$ cat config.mk
export PLATFORM = sky130hd
export DESIGN_NAME = footswitch_press_classifier_core
export DESIGN_NICKNAME = d
export VERILOG_FILES = /design/src/hdl/fpc_pkg.sv /design/src/hdl/fpc_cfg_regs.sv /design/src/hdl/fpc_classifier.sv /design/src/hdl/footswitch_press_classifier_core.sv
export SDC_FILE = /design/constraint.sdc
export NUM_CORES = 1
export LEC_CHECK = 0
export BUFFER_PORTS_ARGS = -buffer_cell sky130_fd_sc_hd__buf_2
export CAP_MARGIN = 20
export CORE_MARGIN = 1
export CORE_UTILIZATION = 48
export DETAILED_ROUTE_END_ITERATION = 10
export PLACE_DENSITY = 0.7
export SYNTH_ARGS = -nofsm -noshare
export SYNTH_HDL_FRONTEND = slang
export SYNTH_SLANG_ARGS = --single-unit
$ cat constraint.sdc
create_clock -name clk -period 7.7 [get_ports clk]
set_input_delay 0.385 -clock clk [delete_from_list [all_inputs] [get_ports clk]]
set_output_delay 0.385 -clock clk [all_outputs]
set_load 0.05 [all_outputs]
$ cat src/hdl/fpc_pkg.sv
`default_nettype none
package fpc_pkg;

  // Width of the saturating tick counters; must stay within 8 to 32.
  localparam int TICK_COUNTER_WIDTH = 16;
  localparam int CFG_W = 16;
  localparam int CMP_W = (TICK_COUNTER_WIDTH > CFG_W) ? TICK_COUNTER_WIDTH : CFG_W;
  localparam int APB_AW = 3;
  localparam int APB_DW = 32;

  localparam logic [CFG_W-1:0] DOUBLE_PRESS_RESET = CFG_W'(10);
  localparam logic [CFG_W-1:0] LONG_PRESS_RESET = CFG_W'(20);

  typedef enum logic [1:0] {
    MODE_STANDBY  = 2'd0,
    MODE_TUNING   = 2'd1,
    MODE_SETTINGS = 2'd2,
    MODE_OTHER    = 2'd3
  } tuner_mode_t;

  typedef enum logic {
    REG_DOUBLE_PRESS = 1'b0,
    REG_LONG_PRESS   = 1'b1
  } reg_index_t;

  typedef struct packed {
    logic [CFG_W-1:0] double_press_ticks;
    logic [CFG_W-1:0] long_press_ticks;
  } fpc_cfg_t;

  typedef struct packed {
    logic        switch_level;
    tuner_mode_t tuner_mode;
    logic        screen_flag_valid;
    logic        bypass_type_screen;
    logic        bypass_type_valid;
    logic        bypass_type;
  } fpc_item_t;

  typedef struct packed {
    logic single_press;
    logic double_press;
    logic long_press;
    logic bypass_relay;
    logic bypass_type_relay;
  } fpc_result_t;

  function automatic logic [TICK_COUNTER_WIDTH-1:0] sat_inc(
    input logic [TICK_COUNTER_WIDTH-1:0] v
  );
    sat_inc = (&v) ? v : v + TICK_COUNTER_WIDTH'(1);
  endfunction

endpackage
`default_nettype wire

$ cat src/hdl/fpc_cfg_regs.sv
`default_nettype none
module fpc_cfg_regs
  import fpc_pkg::*;
(
  input  wire logic              clk,
  input  wire logic              rst_n,
  input  wire logic              psel,
  input  wire logic              penable,
  input  wire logic              pwrite,
  input  wire logic [APB_AW-1:0] paddr,
  input  wire logic [APB_DW-1:0] pwdata,
  output logic      [APB_DW-1:0] prdata,
  output logic                   pready,
  output fpc_cfg_t               cfg
);

  logic [CFG_W-1:0] double_press_ticks_r;
  logic [CFG_W-1:0] long_press_ticks_r;
  logic             wr_en;
  reg_index_t       reg_idx;

  assign pready  = 1'b1;
  assign reg_idx = reg_index_t'(paddr[2]);
  assign wr_en   = psel & penable & pwrite;

  always_ff @(posedge clk) begin
    if (!rst_n) begin
      double_press_ticks_r <= DOUBLE_PRESS_RESET;
      long_press_ticks_r   <= LONG_PRESS_RESET;
    end else if (wr_en) begin
      case (reg_idx)
        REG_DOUBLE_PRESS: double_press_ticks_r <= pwdata[CFG_W-1:0];
        REG_LONG_PRESS:   long_press_ticks_r   <= pwdata[CFG_W-1:0];
        default: ;
      endcase
    end
  end

  always_comb begin
    case (reg_idx)
      REG_DOUBLE_PRESS: prdata = APB_DW'(double_press_ticks_r);
      REG_LONG_PRESS:   prdata = APB_DW'(long_press_ticks_r);
      default:          prdata = '0;
    endcase
  end

  assign cfg.double_press_ticks = double_press_ticks_r;
  assign cfg.long_press_ticks   = long_press_ticks_r;

endmodule
`default_nettype wire

$ cat src/hdl/fpc_classifier.sv
`default_nettype none
module fpc_classifier
  import fpc_pkg::*;
(
  input  wire logic      clk,
  input  wire logic      rst_n,
  input  wire logic      step_en,
  input  wire fpc_item_t item,
  input  wire fpc_cfg_t  cfg,
  output fpc_result_t    result
);

  localparam int TW = TICK_COUNTER_WIDTH;

  logic             previous_level_r, previous_level_nxt;
  logic [1:0]       press_count_r, press_count_nxt;
  logic [TW-1:0]    hold_ticks_r, hold_ticks_nxt;
  logic [TW-1:0]    since_last_press_r, since_last_press_nxt;
  logic             long_fired_r, long_fired_nxt;
  logic [CFG_W-1:0] single_countdown_r, single_countdown_nxt;
  logic             main_relay_r, main_relay_nxt;
  logic             type_relay_r, type_relay_nxt;

  logic ev_single, ev_double, ev_long;
  logic fall, rise;
  logic hold_reached;

  always_comb begin
    previous_level_nxt   = item.switch_level;
    press_count_nxt      = press_count_r;
    long_fired_nxt       = long_fired_r;
    single_countdown_nxt = single_countdown_r;
    main_relay_nxt       = main_relay_r;
    type_relay_nxt       = type_relay_r;
    ev_single            = 1'b0;
    ev_double            = 1'b0;
    ev_long              = 1'b0;

    if (single_countdown_r != '0) begin
      single_countdown_nxt = single_countdown_r - CFG_W'(1);
      if (single_countdown_nxt == '0) begin
        ev_single       = 1'b1;
        press_count_nxt = 2'd0;
      end
    end

    hold_ticks_nxt       = sat_inc(hold_ticks_r);
    since_last_press_nxt = sat_inc(since_last_press_r);

    fall = !item.switch_level && previous_level_r;
    rise = item.switch_level && !previous_level_r;

    if (fall) begin
      if (CMP_W'(since_last_press_nxt) <= CMP_W'(cfg.double_press_ticks)) begin
        if (press_count_nxt != 2'd3) begin
          press_count_nxt = press_count_nxt + 2'd1;
        end
      end else begin
        press_count_nxt = 2'd1;
      end
      since_last_press_nxt = '0;
      hold_ticks_nxt       = '0;
      long_fired_nxt       = 1'b0;
    end

    hold_reached = CMP_W'(hold_ticks_nxt) >= CMP_W'(cfg.long_press_ticks);

    if (!item.switch_level && hold_reached && !long_fired_nxt) begin
      ev_long         = 1'b1;
      long_fired_nxt  = 1'b1;
      press_count_nxt = 2'd0;
    end

    if (rise && !long_fired_nxt) begin
      if (press_count_nxt == 2'd2) begin
        single_countdown_nxt = '0;
        ev_double            = 1'b1;
        press_count_nxt      = 2'd0;
      end else if (press_count_nxt == 2'd1 && !hold_reached) begin
        // In settings mode the single press waits so a second press can follow.
        if (item.tuner_mode == MODE_SETTINGS) begin
          single_countdown_nxt = cfg.double_press_ticks;
        end else begin
          ev_single       = 1'b1;
          press_count_nxt = 2'd0;
        end
      end else begin
        press_count_nxt = 2'd0;
      end
    end

    case (item.tuner_mode)
      MODE_STANDBY:  main_relay_nxt = 1'b0;
      MODE_TUNING:   main_relay_nxt = 1'b1;
      MODE_SETTINGS: begin
        if (item.screen_flag_valid) begin
          main_relay_nxt = !item.bypass_type_screen;
        end
      end
      default: ;
    endcase
    if (item.bypass_type_valid) begin
      type_relay_nxt = item.bypass_type;
    end
  end

  always_ff @(posedge clk) begin
    if (!rst_n) begin
      previous_level_r   <= 1'b1;
      press_count_r      <= 2'd0;
      hold_ticks_r       <= '0;
      since_last_press_r <= '1;
      long_fired_r       <= 1'b0;
      single_countdown_r <= '0;
      main_relay_r       <= 1'b0;
      type_relay_r       <= 1'b0;
    end else if (step_en) begin
      previous_level_r   <= previous_level_nxt;
      press_count_r      <= press_count_nxt;
      hold_ticks_r       <= hold_ticks_nxt;
      since_last_press_r <= since_last_press_nxt;
      long_fired_r       <= long_fired_nxt;
      single_countdown_r <= single_countdown_nxt;
      main_relay_r       <= main_relay_nxt;
      type_relay_r       <= type_relay_nxt;
    end
  end

  assign result.single_press      = ev_single;
  assign result.double_press      = ev_double;
  assign result.long_press        = ev_long;
  assign result.bypass_relay      = main_relay_nxt;
  assign result.bypass_type_relay = type_relay_nxt;

endmodule
`default_nettype wire

$ cat src/hdl/footswitch_press_classifier_core.sv
`default_nettype none
// Footswitch press classifier. Each input transaction carries one footswitch
// sample together with the tuner mode and the bypass-type indications; each
// input transaction produces exactly one result transaction with the single,
// double and long press events of that tick and the two relay levels.
// Both channels use valid/stall: a transaction moves at a rising edge where
// valid is high and stall is low.
// An accepted sample is held in the input register, and the classifier logic
// then writes its result into the result register, from which it is offered.
// Throughput is one transaction per cycle while out_stall stays low; the
// limit is the update of the press state from the input register.
// When out_stall is high and a result is offered, the result register holds, the
// input register holds its sample, and in_stall rises once both are occupied.
// Reset (rst_n low, synchronous) empties both registers, sets the switch to
// open, clears counts, saturates the since-last-press counter and turns both
// relays off. The APB registers return to 10 and 20 ticks and should only be
// written while no transaction is in flight.
module footswitch_press_classifier_core
  import fpc_pkg::*;
(
  input  wire logic              clk,
  input  wire logic              rst_n,
  input  wire logic              in_valid,
  output logic                   in_stall,
  input  wire logic              in_switch_level,
  input  wire logic [1:0]        in_tuner_mode,
  input  wire logic              in_screen_flag_valid,
  input  wire logic              in_bypass_type_screen,
  input  wire logic              in_bypass_type_valid,
  input  wire logic              in_bypass_type,
  output logic                   out_valid,
  input  wire logic              out_stall,
  output logic                   out_single_press,
  output logic                   out_double_press,
  output logic                   out_long_press,
  output logic                   out_bypass_relay,
  output logic                   out_bypass_type_relay,
  input  wire logic              psel,
  input  wire logic              penable,
  input  wire logic              pwrite,
  input  wire logic [APB_AW-1:0] paddr,
  input  wire logic [APB_DW-1:0] pwdata,
  output logic      [APB_DW-1:0] prdata,
  output logic                   pready
);

  fpc_cfg_t    cfg;
  fpc_item_t   item_r;
  fpc_result_t step_result;
  fpc_result_t result_r;
  logic        item_valid_r;
  logic        out_valid_r;
  logic        advance;
  logic        load_item;

  fpc_cfg_regs u_cfg (
    .clk     (clk),
    .rst_n   (rst_n),
    .psel    (psel),
    .penable (penable),
    .pwrite  (pwrite),
    .paddr   (paddr),
    .pwdata  (pwdata),
    .prdata  (prdata),
    .pready  (pready),
    .cfg     (cfg)
  );

  // The held item moves into the result register whenever that register is
  // free or its transaction completes this cycle.
  assign advance   = item_valid_r && (!out_valid_r || !out_stall);
  assign load_item = !item_valid_r || advance;
  assign in_stall  = !load_item;

  always_ff @(posedge clk) begin
    if (!rst_n) begin
      item_valid_r <= 1'b0;
    end else if (load_item) begin
      item_valid_r <= in_valid;
    end
  end

  always_ff @(posedge clk) begin
    if (load_item && in_valid) begin
      item_r.switch_level       <= in_switch_level;
      item_r.tuner_mode         <= tuner_mode_t'(in_tuner_mode);
      item_r.screen_flag_valid  <= in_screen_flag_valid;
      item_r.bypass_type_screen <= in_bypass_type_screen;
      item_r.bypass_type_valid  <= in_bypass_type_valid;
      item_r.bypass_type        <= in_bypass_type;
    end
  end

  fpc_classifier u_classifier (
    .clk     (clk),
    .rst_n   (rst_n),
    .step_en (advance),
    .item    (item_r),
    .cfg     (cfg),
    .result  (step_result)
  );

  always_ff @(posedge clk) begin
    if (!rst_n) begin
      out_valid_r <= 1'b0;
    end else if (advance) begin
      out_valid_r <= 1'b1;
    end else if (!out_stall) begin
      out_valid_r <= 1'b0;
    end
  end

  always_ff @(posedge clk) begin
    if (advance) begin
      result_r <= step_result;
    end
  end

  assign out_valid             = out_valid_r;
  assign out_single_press      = result_r.single_press;
  assign out_double_press      = result_r.double_press;
  assign out_long_press        = result_r.long_press;
  assign out_bypass_relay      = result_r.bypass_relay;
  assign out_bypass_type_relay = result_r.bypass_type_relay;

  a_stall_only_when_full: assert property (@(posedge clk) disable iff (!rst_n)
    in_stall |-> (item_valid_r && out_valid_r && out_stall))
    else $error("input stalled while the pipeline has room");

  a_advance_fills_output: assert property (@(posedge clk) disable iff (!rst_n)
    advance |=> out_valid_r)
    else $error("advanced item did not reach the result register");

  a_double_excludes_others: assert property (@(posedge clk) disable iff (!rst_n)
    out_valid_r |-> !(result_r.double_press && (result_r.long_press ||
                                                 result_r.single_press)))
    else $error("double press raised together with another press event");

  a_held_item_not_lost: assert property (@(posedge clk) disable iff (!rst_n)
    (item_valid_r && !advance) |=> item_valid_r)
    else $error("pending input item dropped");

endmodule
`default_nettype wire
Yosys cells after proc, flatten, opt, wreduce, memory -nomap -nowiden
Index checks and enable logic that the tools add are counted.

word-level totals
  ROM bits = 0
  bits in latches = 0
  memories = 0
  logic and storage cells = 100
  memory bits (writable) = 0
  input bits = 49
  register bits = 100

operators by class
  $lt $le $gt $ge = 2
  div/mod/pow operators = 0
  multiply operators = 0
  reduce and logical (&&, ||, !) cells = 27
  equal/unequal tests = 6
  bitwise gates (word level) = 3
  add/subtract/negate cells = 4
  mux-type cells = 35
  shift-type cells = 0

operators by type and width
  cell                                                                     number
  16-bit 2-to-1 mux                                                        9
  32-bit one-hot mux with 2 select lines                                   1
  16-bit by 1-bit adder with 16-bit output, second input constant          2
  16-bit AND reduction                                                     2
  2-bit 2-to-1 mux                                                         10
  16-bit greater-or-equal comparator                                       1
  16-bit less-or-equal comparator                                          1
  16-bit logical NOT                                                       1
  16-bit nonzero test                                                      1
  16-bit by 1-bit subtractor with 16-bit output, second input constant     1
  1-bit 2-to-1 mux                                                         14
  1-bit logical NOT                                                        10
  1-bit logical AND                                                        8
  2-bit by 1-bit == test with 1-bit output, second input constant          2
  2-bit == test, second input constant                                     2
  2-bit AND reduction                                                      2
  1-bit one-hot mux with 3 select lines                                    1
  2-bit by 1-bit adder with 2-bit output, second input constant            1
  1-bit AND                                                                2
  2-bit logical NOT                                                        1
  1-bit logical OR                                                         2
  2-bit by 1-bit inequality test with 1-bit output, second input constant  1
  2-bit inequality test, second input constant                             1
  1-bit inverter                                                           1

Logic depth before layout (Yosys ltp)
  depth in word-level cells = 14
  mapped depth = 19
  gate-level depth less buffers = 17

By module
Synthesis repeated with hierarchy kept, for this count alone.

second synthesis, totals
  cells, all modules = 765
  area, all modules = 6538.8 µm²

modules (own cells, without submodules)
  module                            area each (µm²)  seq. area each (µm²)  instances  cells each
  fpc_classifier                    4481.8           1081.0                1          580
  fpc_cfg_regs                      1612.8           640.6                 1          165
  footswitch_press_classifier_core  444.2            400.4                 1          20

Worst setup path after synthesis
Ideal clock, no wire load.

  path kind = reg2reg
  start = reg u_classifier.hold_ticks_r[0]
  end = reg u_classifier.single_countdown_r[2]
  period minus slack after synthesis = 4.180 ns
  setup time = 0.133 ns
  buffers on the path = 1
  setup slack = 3.520 ns
  cell stages (with the launch flop) = 18
  data arrival time = 4.047 ns
  data required time = 7.567 ns
  path through = dfxtp_1 -> ha_1 -> nand3_1 -> or4_1 -> nor3_1 -> nor2_1 -> nand2_1 -> xor2_1 -> nor2_1 -> ha_1 -> a22o_1 -> o41ai_1 -> a21oi_1 -> nor3_1 -> nand2_1 -> buf_2 -> a32oi_1 -> o211ai_1

between the ends
  longest elaborated chain between the ends = 12

ends and longest elaborated chain
  element                                                                                  RTL line               text
  from (decl)                                                                              fpc_classifier.sv:17   logic [TW-1:0] hold_ticks_r, hold_ticks_nxt;
  from (signal assigned)                                                                   fpc_classifier.sv:120  hold_ticks_r <= hold_ticks_nxt;
  16-bit by 1-bit adder with 16-bit output / 16-bit AND reduction (equally long branches)  fpc_pkg.sv:51          sat_inc = (&v) ? v : v + TICK_COUNTER_WIDTH'(1);
  16-bit 2-to-1 mux *                                                                      fpc_pkg.sv:51
  16-bit 2-to-1 mux *                                                                      fpc_classifier.sv:53   if (fall) begin
  via u_classifier.hold_ticks_nxt[5]                                                       fpc_classifier.sv:17
  16-bit greater-or-equal comparator *                                                     fpc_classifier.sv:66   hold_reached = CMP_W'(hold_ticks_nxt) >= CMP_W'(cfg.long_press_ticks);
  1-bit logical AND (2 in a row)                                                           fpc_classifier.sv:68   if (!item.switch_level && hold_reached && !long_fired_nxt) begin
  2-bit 2-to-1 mux                                                                         fpc_classifier.sv:68
  2-bit by 1-bit == test with 1-bit output                                                 fpc_classifier.sv:79   end else if (press_count_nxt == 2'd1 && !hold_reached) begin
  1-bit logical AND                                                                        fpc_classifier.sv:79
  16-bit 2-to-1 mux                                                                        fpc_classifier.sv:79
  16-bit 2-to-1 mux                                                                        fpc_classifier.sv:75   if (press_count_nxt == 2'd2) begin
  16-bit 2-to-1 mux *                                                                      fpc_classifier.sv:74   if (rise && !long_fired_nxt) begin
  to (signal assigned)                                                                     fpc_classifier.sv:123  single_countdown_r <= single_countdown_nxt;
  to (decl)                                                                                fpc_classifier.sv:20   logic [CFG_W-1:0] single_countdown_r, single_countdown_nxt;

Mark *: on every way through the listed nets, which the timed path passes. The rest lies on a longest branch.
A chain may end at the register's enable or synchronous reset.

Worst setup path in the final report
  start = reg u_classifier.hold_ticks_r[0]
  end = reg u_classifier.single_countdown_r[6]

Same word-level chain as after synthesis.

==> reports/qor.yml <==
layout_min_cycle_time_ns: 5.27
rsz0062_at_grt: "false"
final_nets: 933
grt_first_pass_wirelength_um: 27300
ys_seq_area_frac: 0.334
initialDrtViolationCount: 452
worstPathCellList: "ha_1, nand3_1, or4_1, nor3_1, nor2_1, and3_1, xnor2_1, nor2_1, ha_1, o2111ai_1, a311oi_1, nor2_1, a21oi_1, nor3_1, a21oi_1, nand2_1, o2bb2ai_1"
vias: 5889
layout_commonest_cell: "nand2_1"
track_usage: 0.264
wl_met3_um: 850
cts_max_level: 3
critPathArrivalTime_ns: 5.56
power_mw: 2.03
grt_max_degree: 64
syn_to_final_growth_pct: 9.33
ys_warn_count: 0
synthMuxAreaShare: 0.0183
die_y_um: 117
first_pass_iters: 5
fin_setup_tns_ns: 0
post_cts_buffers: 0
synthAdderAreaFrac: 0.0729
clockBufferDepth: 2
synth_compound_area_frac: 0.208
ant_nets: 0
coreArea_sq_um: 12800
p_leak_nw: 2.68
swShare: 0.421
netlist_instances: 822
netlist_area_sq_um: 6350
clockPowerShare: 0.243
synth-edff-count: 12
fin_crit_sh: 0.684
ir_drop_mv: 0.160
p_sw_mw: 0.854
gp_congestion: 0.922
post-route-drc-count: 0
slowest_delay_ns: 0.84
met2_length_um: 7790
diodes: 0
cts_buffers: 9
clk_latency_ns: 0.36
drv_slew: 0
status: "complete, no violations"
hpwl_um: 12200
ys_ff_latch: 100
cts_root_buffer: "clkbuf_16"
wl_per_cell_um: 16.5
cts_resized: 0
synth_top_family_by_area: "simple AND/OR/NAND/NOR gates"
viasPerCell: 5.75
layout_common_cells: "nand2_1, dfxtp_1, a21oi_1"
dieArea_sq_um: 13700
hold_class: "in -> reg"
critPathSlowestCell: "a21oi_1"
syn_avg_cell_area_sq_um: 7.72
pwr-share-comb: 0.432
wl_met1_um: 7950
die_x_um: 117
finalWorstSetupSlack_ns: 2.43
yosysUniqueCellTypes: 72
critPathMaxFanout: 13
overflow: 0
cts_tree: "yes"
initial_core_util: 0.497
max_clock_freq_mhz: 190
pwr-share-seq: 0.326
synth_xor_area_frac: 0.0345
synthArstFlopShare: 0
cts_sinks: 100
tightest_slew_ns: 1.02
place_area_sq_um: 6620
final_cell_area_sq_um: 6940
clk_pin_slew_ns: 0.08
worst-endpoint-required_ns: 7.99
synth_ff_type: "dfxtp_1"
synth-simple-area-share: 0.254
hold_buffers: 0
dr.max_layer_used: "met4"
power.internal_mw: 1.17
num_rows: 41
setup_viol: 0
drv_cap: 0
hold_viol: 0
io_buffers: 53
place_ws_ns: 2.59
slew_headroom: 0.319
grt_pass1_vias: 5310
endpoint_kind: "flip-flop"
routed_wl_um: 16900
antenna_found_initial: 0
crit_path_frequent_cell: "nor2_1"
drive_gt1_frac: 0.114
critPathKind: "reg -> reg"
cp-start-kind: "flip-flop"
p_per_area_nw_per_um2: 292
skew_ns: 0.00480
io-pin-count: 89
final timing paths:
| check | from | to | slack [ns] | cells after the start |
|---|---|---|---|---|
| worst min register to register | u_cfg.double_press_ticks_r[7]$_SDFFE_PN0P_ | u_cfg.double_press_ticks_r[7]$_SDFFE_PN0P_ | 0.46 | 2 |
| worst min-delay path | in_switch_level | item_r[6]$_DFFE_PP_ | 0.19 | 1 |
| worst max register to register | u_classifier.hold_ticks_r[0]$_SDFFE_PN0P_ | u_classifier.single_countdown_r[6]$_SDFFE_PN0P_ | 2.43 | 17 |
| worst max-delay path | u_classifier.hold_ticks_r[0]$_SDFFE_PN0P_ | u_classifier.single_countdown_r[6]$_SDFFE_PN0P_ | 2.43 | 17 |
cells in the mapped netlist, types with 12 or more instances:
cell type,number,area share
nand2_1,153,0.090
dfxtp_1,88,0.28
a21oi_1,77,0.061
nor2_1,60,0.035
inv_1,43,0.025
o21ai_0,41,0.032
ha_1,37,0.073
clkbuf_1,36,0.021
nand3_1,25,0.020
nor3_1,24,0.019
buf_4,17,0.020
xor2_1,15,0.021
nand4_1,14,0.014
edfxtp_1,12,0.057
cell type report:
type	instances	area (sq um)
inverters	45	169
clock inverters	7	88.8
fillers	1215	5840
clock buffers	9	225
well taps	172	215
flip-flops and latches	100	2120
repair buffers	60	318
multi-input cells	631	3800
metal layers:
metal  vias up  track usage
met5         -            0
met4         0       0.0869
met3        23       0.0489
met2       149        0.430
met1      2781        0.355
li1       2936            -
cells by family after synthesis:
family                     after synthesis
adders and majority gates               37
AOI/OAI and AO/OA                      204
buffers and inverters                  106
DFF                                    100
other                                    2
and+or+nand+nor                        337
muxes                                   11
xor gates and xnor gates                25
through the flow:
step	hold WS, ns	utilization	cells
after CTS	0.184	0.543	1024
after floorplan	0.434	-	837
after global routing	0.178	0.543	1024
after detailed placement	0.447	0.519	1008
final	0.194	0.543	1024
after global placement	0.444	0.519	1008
power by group through the flow:
stage	combinational, mW	clock [mW]	sequential [mW]
final	0.875	0.492	0.660
after global routing	0.983	0.517	0.670
after CTS	0.863	0.497	0.658
after detailed placement	0.861	0	0.671
after global placement	0.849	0	0.671
after floorplan	0.764	0	0.627
state kept, by name, summed over array words and instances, names as in the netlist, 2 cells and up:
signal                           flops
u_cfg.double_press_ticks_r          16
u_cfg.long_press_ticks_r            16
u_classifier.hold_ticks_r           16
u_classifier.since_last_press_r     16
u_classifier.single_countdown_r     16
item_r                               7
u_classifier.press_count_r           2
worst max-delay path: cells and delay by family, from the launching register on:
kind / cells / cell delay, ns
flip-flops: 1 / 0.44
XOR/XNOR: 1 / 0.18
adder cells (fa/ha/maj): 2 / 0.50
AND/OR/NAND/NOR: 9 / 2.35
AO/OA/AOI/OAI: 5 / 1.73
(Power assumes the default switching activity.)
